`src/rtl/skvt_pkg.sv`:
```
// Package for the sorted key/value table.
// Holds the item types, operation codes and cell command codes shared by
// skvt_cell and sorted_key_value_table. No dependencies.
package skvt_pkg;

    typedef struct packed {
        logic [1:0]  op;
        logic [19:0] key;
        logic [15:0] word_value;
    } in_item_t;

    typedef struct packed {
        logic        status;
        logic        found;
        logic [7:0]  entry_index;
        logic [15:0] stored_value;
        logic        is_relative;
    } out_item_t;

    // Per-cell record moved down the chain while the search result is gathered
    typedef struct packed {
        logic        mark;
        logic        eq;
        logic [15:0] value;
        logic        rel;
    } scan_t;

    typedef logic [1:0] op_t;
    localparam op_t OP_LOOKUP  = 2'd0;
    localparam op_t OP_PUT_ABS = 2'd1;
    localparam op_t OP_PUT_REL = 2'd2;
    localparam op_t OP_REMOVE  = 2'd3;

    typedef logic [2:0] cell_cmd_t;
    localparam cell_cmd_t CMD_HOLD      = 3'd0;
    localparam cell_cmd_t CMD_CMP       = 3'd1;
    localparam cell_cmd_t CMD_LOAD      = 3'd2;
    localparam cell_cmd_t CMD_SCAN      = 3'd3;
    localparam cell_cmd_t CMD_INSERT    = 3'd4;
    localparam cell_cmd_t CMD_OVERWRITE = 3'd5;
    localparam cell_cmd_t CMD_REMOVE    = 3'd6;

    // Cells read by the result gatherer in each scan cycle
    localparam int SCAN_LANES = 16;

endpackage

```
`src/rtl/skvt_cell.sv`:
```
// One entry of the sorted table: key, value and flag, with its compare flags
// and the scan record. Depends on skvt_pkg.
module skvt_cell #(
    parameter int KEY_BITS = 20,
    parameter int CNT_BITS = 9,
    parameter int IDX      = 0
) (
    input  logic                  clk,
    input  skvt_pkg::cell_cmd_t   cmd,
    input  logic [KEY_BITS-1:0]   key,
    input  logic [15:0]           word_value,
    input  logic                  rel,
    input  logic [CNT_BITS-1:0]   count,
    input  logic                  prev_lt,
    input  logic [KEY_BITS-1:0]   prev_key,
    input  logic [15:0]           prev_value,
    input  logic                  prev_rel,
    input  logic [KEY_BITS-1:0]   next_key,
    input  logic [15:0]           next_value,
    input  logic                  next_rel,
    input  skvt_pkg::scan_t       scan_in,
    output logic [KEY_BITS-1:0]   key_q,
    output logic [15:0]           value_q,
    output logic                  rel_q,
    output logic                  lt,
    output skvt_pkg::scan_t       scan_out
);

    logic [KEY_BITS-1:0] key_reg;
    logic [15:0]         value_reg;
    logic                rel_reg;
    logic                lt_reg;
    logic                eq_reg;
    skvt_pkg::scan_t     scan_reg;
    logic                live;
    logic                mark;

    assign live = CNT_BITS'(IDX) < count;
    // First cell whose key is not below the search key
    assign mark = !lt_reg && prev_lt;

    always_ff @(posedge clk)
    begin
        unique case (cmd)
            skvt_pkg::CMD_HOLD:
            begin
            end
            skvt_pkg::CMD_CMP:
            begin
                lt_reg <= live && (key_reg < key);
                eq_reg <= live && (key_reg == key);
            end
            skvt_pkg::CMD_LOAD:
            begin
                scan_reg.mark  <= mark;
                scan_reg.eq    <= eq_reg;
                scan_reg.value <= value_reg;
                scan_reg.rel   <= rel_reg;
            end
            skvt_pkg::CMD_SCAN:
            begin
                scan_reg <= scan_in;
            end
            skvt_pkg::CMD_INSERT:
            begin
                if (!lt_reg)
                begin
                    if (mark)
                    begin
                        key_reg   <= key;
                        value_reg <= word_value;
                        rel_reg   <= rel;
                    end
                    else
                    begin
                        key_reg   <= prev_key;
                        value_reg <= prev_value;
                        rel_reg   <= prev_rel;
                    end
                end
            end
            skvt_pkg::CMD_OVERWRITE:
            begin
                if (eq_reg)
                begin
                    value_reg <= word_value;
                    rel_reg   <= rel;
                end
            end
            skvt_pkg::CMD_REMOVE:
            begin
                if (!lt_reg)
                begin
                    key_reg   <= next_key;
                    value_reg <= next_value;
                    rel_reg   <= next_rel;
                end
            end
            default:
            begin
            end
        endcase
    end

    assign key_q    = key_reg;
    assign value_q  = value_reg;
    assign rel_q    = rel_reg;
    assign lt       = lt_reg;
    assign scan_out = scan_reg;

endmodule

```
`config.mk`:
```
export PLATFORM = sky130hd
export DESIGN_NAME = skvt_cell
export DESIGN_NICKNAME = d
export VERILOG_FILES = /design/src/rtl/skvt_pkg.sv /design/src/rtl/skvt_cell.sv
export SDC_FILE = /design/constraint.sdc
export NUM_CORES = 1
export LEC_CHECK = 0
export ABC_AREA = 1
export BUFFER_PORTS_ARGS = -buffer_cell sky130_fd_sc_hd__buf_2
export CORE_UTILIZATION = 41
export DETAILED_ROUTE_END_ITERATION = 16
export PLACE_DENSITY = 0.89
export SETUP_SLACK_MARGIN = 0.05
export SYNTH_ARGS = -nofsm -noshare
export SYNTH_HDL_FRONTEND = slang
export SYNTH_SLANG_ARGS = --single-unit
```
`constraint.sdc`:
```
create_clock -name clk -period 3.19 [get_ports clk]
set_clock_uncertainty 0.1 [all_clocks]
set_input_delay 0.638 -clock clk [delete_from_list [all_inputs] [get_ports clk]]
set_output_delay 0.638 -clock clk [all_outputs]
set_load 0.01 [all_outputs]
```
==> results by group <==
CTS
  – Clk_lat worst skew: 0.33 ns
  – Clk buf depth: 2
  – Post_cts resized: 0
  – Setup bufs post-CTS: 0
  – Num CTS Buffers: 9
  – Htree depth: 3
  – CTS tree: yes
  – Clock-pin slew on the worst setup and hold paths: 0.08 ns
  – Root Buffer: clkbuf_8
  – Clk sinks: 58
  – Hold-fix buffers, CTS: 0

Route
  – Drt first pass iters: 5
  – DRC: 0
  – Via count: roughly 3600
  – Final ANT Viol Nets: 0
  – Wire length per cell: about 15 um
  – Routed wire length: roughly 10 mm
  – Vias per cell: ~5
  – Initial drt markers: between 200 and 300

Setup path
  – CP dominant cell by count: inv_1
  – Crit-path cells: inv_1 > nand2_2 > inv_1 > nand2_1 > a31oi_1
  – Critical-path top delay cell: inv_1
  – Data required, critical path: between 3 and 4 ns
  – Crit path capture type: flop
  – Crit path largest cell delay: between 0.6 and 0.7 ns
  – CP startpoint kind: flop
  – Worst Setup Path Type: flop to flop
  – Critical-path maximum fanout: 31
  – Data arrival time of the critical path: 2.20 ns

Timing
  – Final setup viols: 0
  – Max-slew headroom: 0.4648
  – Final hold vios: 0
  – Slew Limit Fails: 0
  – Fmax: roughly 470 MHz
  – Post-route setup TNS: 0 ns
  – Least-Margin Pin Slew: between 0.8 and 0.9 ns
  – RSZ-0062 raised after global routing: false
  – Final worst path period share: 0.6704
  – Setup slack after layout: approximately 1.1 ns
  – Final min period: roughly 2.1 ns

Logic synthesis
  – Yosys cell types: 24
  – Synth top area share: 0.4764
  – Synth Area in Compound Gates: 0.1359
  – Register bit count reported by yosys: 58
  – Syn nets: 562
  – Ranking of synthesized cells by area: edfxtp_1 48%, nand2_1 11%, inv_1 6.9%
  – Yosys warnings: 0
  – Sequential fraction of the synthesis area: 0.4764
  – Post-synthesis cell area: between 3000 and 4000 um^2
  – Syn avg cell area: 9.186 um^2
  – Cell taking the most area after synthesis: edfxtp_1
  – Synth Area in Adders: 0.06845
  – Post-synthesis mux area share: 0.05236
  – Simple-gate share of the synthesized area: 0.1615
  – Syn Inst Count: around 400
  – Dominant combinational cell family by area after synthesis: simple AND/OR/NAND/NOR gates
  – Xor and xnor area share after synthesis: 0

Cells and area
  – Largest register FFs: 20
  – Share of cells above drive strength 1: 0.4260
  – Nets@finish: 760
  – Most frequent cells in the layout: 200 x buf_2, 102 x nand2_1, 67 x inv_1
  – Area growth, synth to finish: 35.04%
  – Commonest non-fill, non-tap cell in the layout: buf_2
  – N_diodes: 0

Run status
  – Status: complete, no violations

Placed design
  – Pre-CTS WS: approximately 0.85 ns
  – Dpl hpwl: 8.060 mm
  – # port buffers: 200
  – RD Place Congestion: around 0.85

Floorplan
  – I/O Pins: ~200
  – Row count: 34
  – Die footprint: between 9000 and 10000 um^2
  – Initial Utilization: 0.4213
  – Core ar.: just under 9000 um^2
  – Die height: 96.43 um
  – Die Width: slightly below 100 um

Global routing
  – Grt ovf: 0
  – Gr usage total: 0.2179
  – Largest net degree at the start of global routing: 53
  – Initial antenna violation count: 0
  – First-pass GRT wire length: around 15 mm
  – Vias in the first global route: about 3200

Min path
  – HP Class: flop to flop

Job
  – Max cap viols: 0

Pwr
  – Maximum vdd drop: 0.2461 mV
  – Leakage: between 2 and 3 nW
  – P per Cell Area: approximately 400 nW/um^2
-- critical path: cells and delay by family (launching register included) --
kind	cells	cell delay [ns]
flip-flops	1	0.46
buffers and inverters	2	0.74
AO/OA/AOI/OAI	1	0.20
AND/OR/NAND/NOR	2	0.45
-- synth_stat cells --
master    count
a31oi_1      20
nand3_1       3
nor2_2        1
nand3_2       2
mux2_2       17
nor2_1       36
o221ai_1      7
a21o_1        2
inv_1        67
nor3_1        2
o21bai_1      2
buf_4         1
ha_1         20
nand2_1     103
buf_6         6
o221ai_2     10
inv_2         2
edfxtp_1     58
nand4_1       1
a21oi_1       8
clkbuf_1      3
o21ai_0      18
buf_2         8
nand2_4       1
-- final timing paths --
kind,startpoint,to,slack [ns],cells after the start
worst min register to register,value_q[4],scan_out[5],0.50,1
worst max register to register,lt,key_q[19],1.05,5
worst max-delay path,lt,key_q[19],1.05,5
worst min-delay path,value_q[4],scan_out[5],0.50,1
-- layer usage --
metal	vias to the layer above	wire [um]	track usage
met1	1628	4179	0.2789
li1	1738	-	-
met3	18	770	0.04382
met5	-	0	0
met4	0	205	0.08333
met2	191	5168	0.3635
-- where the power goes --
group / total (mW) / switching, mW / internal [mW]
Sequential: 0.897 / 0.0138 / 0.883
Combinational: 0.348 / 0.189 / 0.160
Clock: 0.775 / 0.329 / 0.446
Total: 2.02 / 0.531 / 1.49
-- stage by stage --
stage,power (mW),utilization,hold slack (ns),instance area (um^2),cells
global route,2.115,0.5689,0.4917,4937,709
floorplan,1.100,-,0.4526,3661,398
finish,2.020,0.5689,0.4986,4937,709
CTS,2.031,0.5689,0.4930,4937,709
detailed placement,1.260,0.5428,0.4661,4711,693
global placement,1.245,0.5428,0.4593,4711,693
-- cell type report --
class                   instances  area, um^2
clock buffers                   9       123.9
clock inverters                 7       102.6
fillers                       790        3741
inverters                      69       259.0
multi-input cells             253        1536
flip-flops and latches         58        1742
well taps                     108       135.1
repair buffers                205        1039
-- cell families (layout without fill, tap and decap cells) --
family          Yosys count  in the layout
compound gates           67             67
fa+ha+maj                20             20
buf+inv                  87            290
flops                    58             58
mux                      17             17
simple gates            149            149
(Power assumes the default switching activity.)
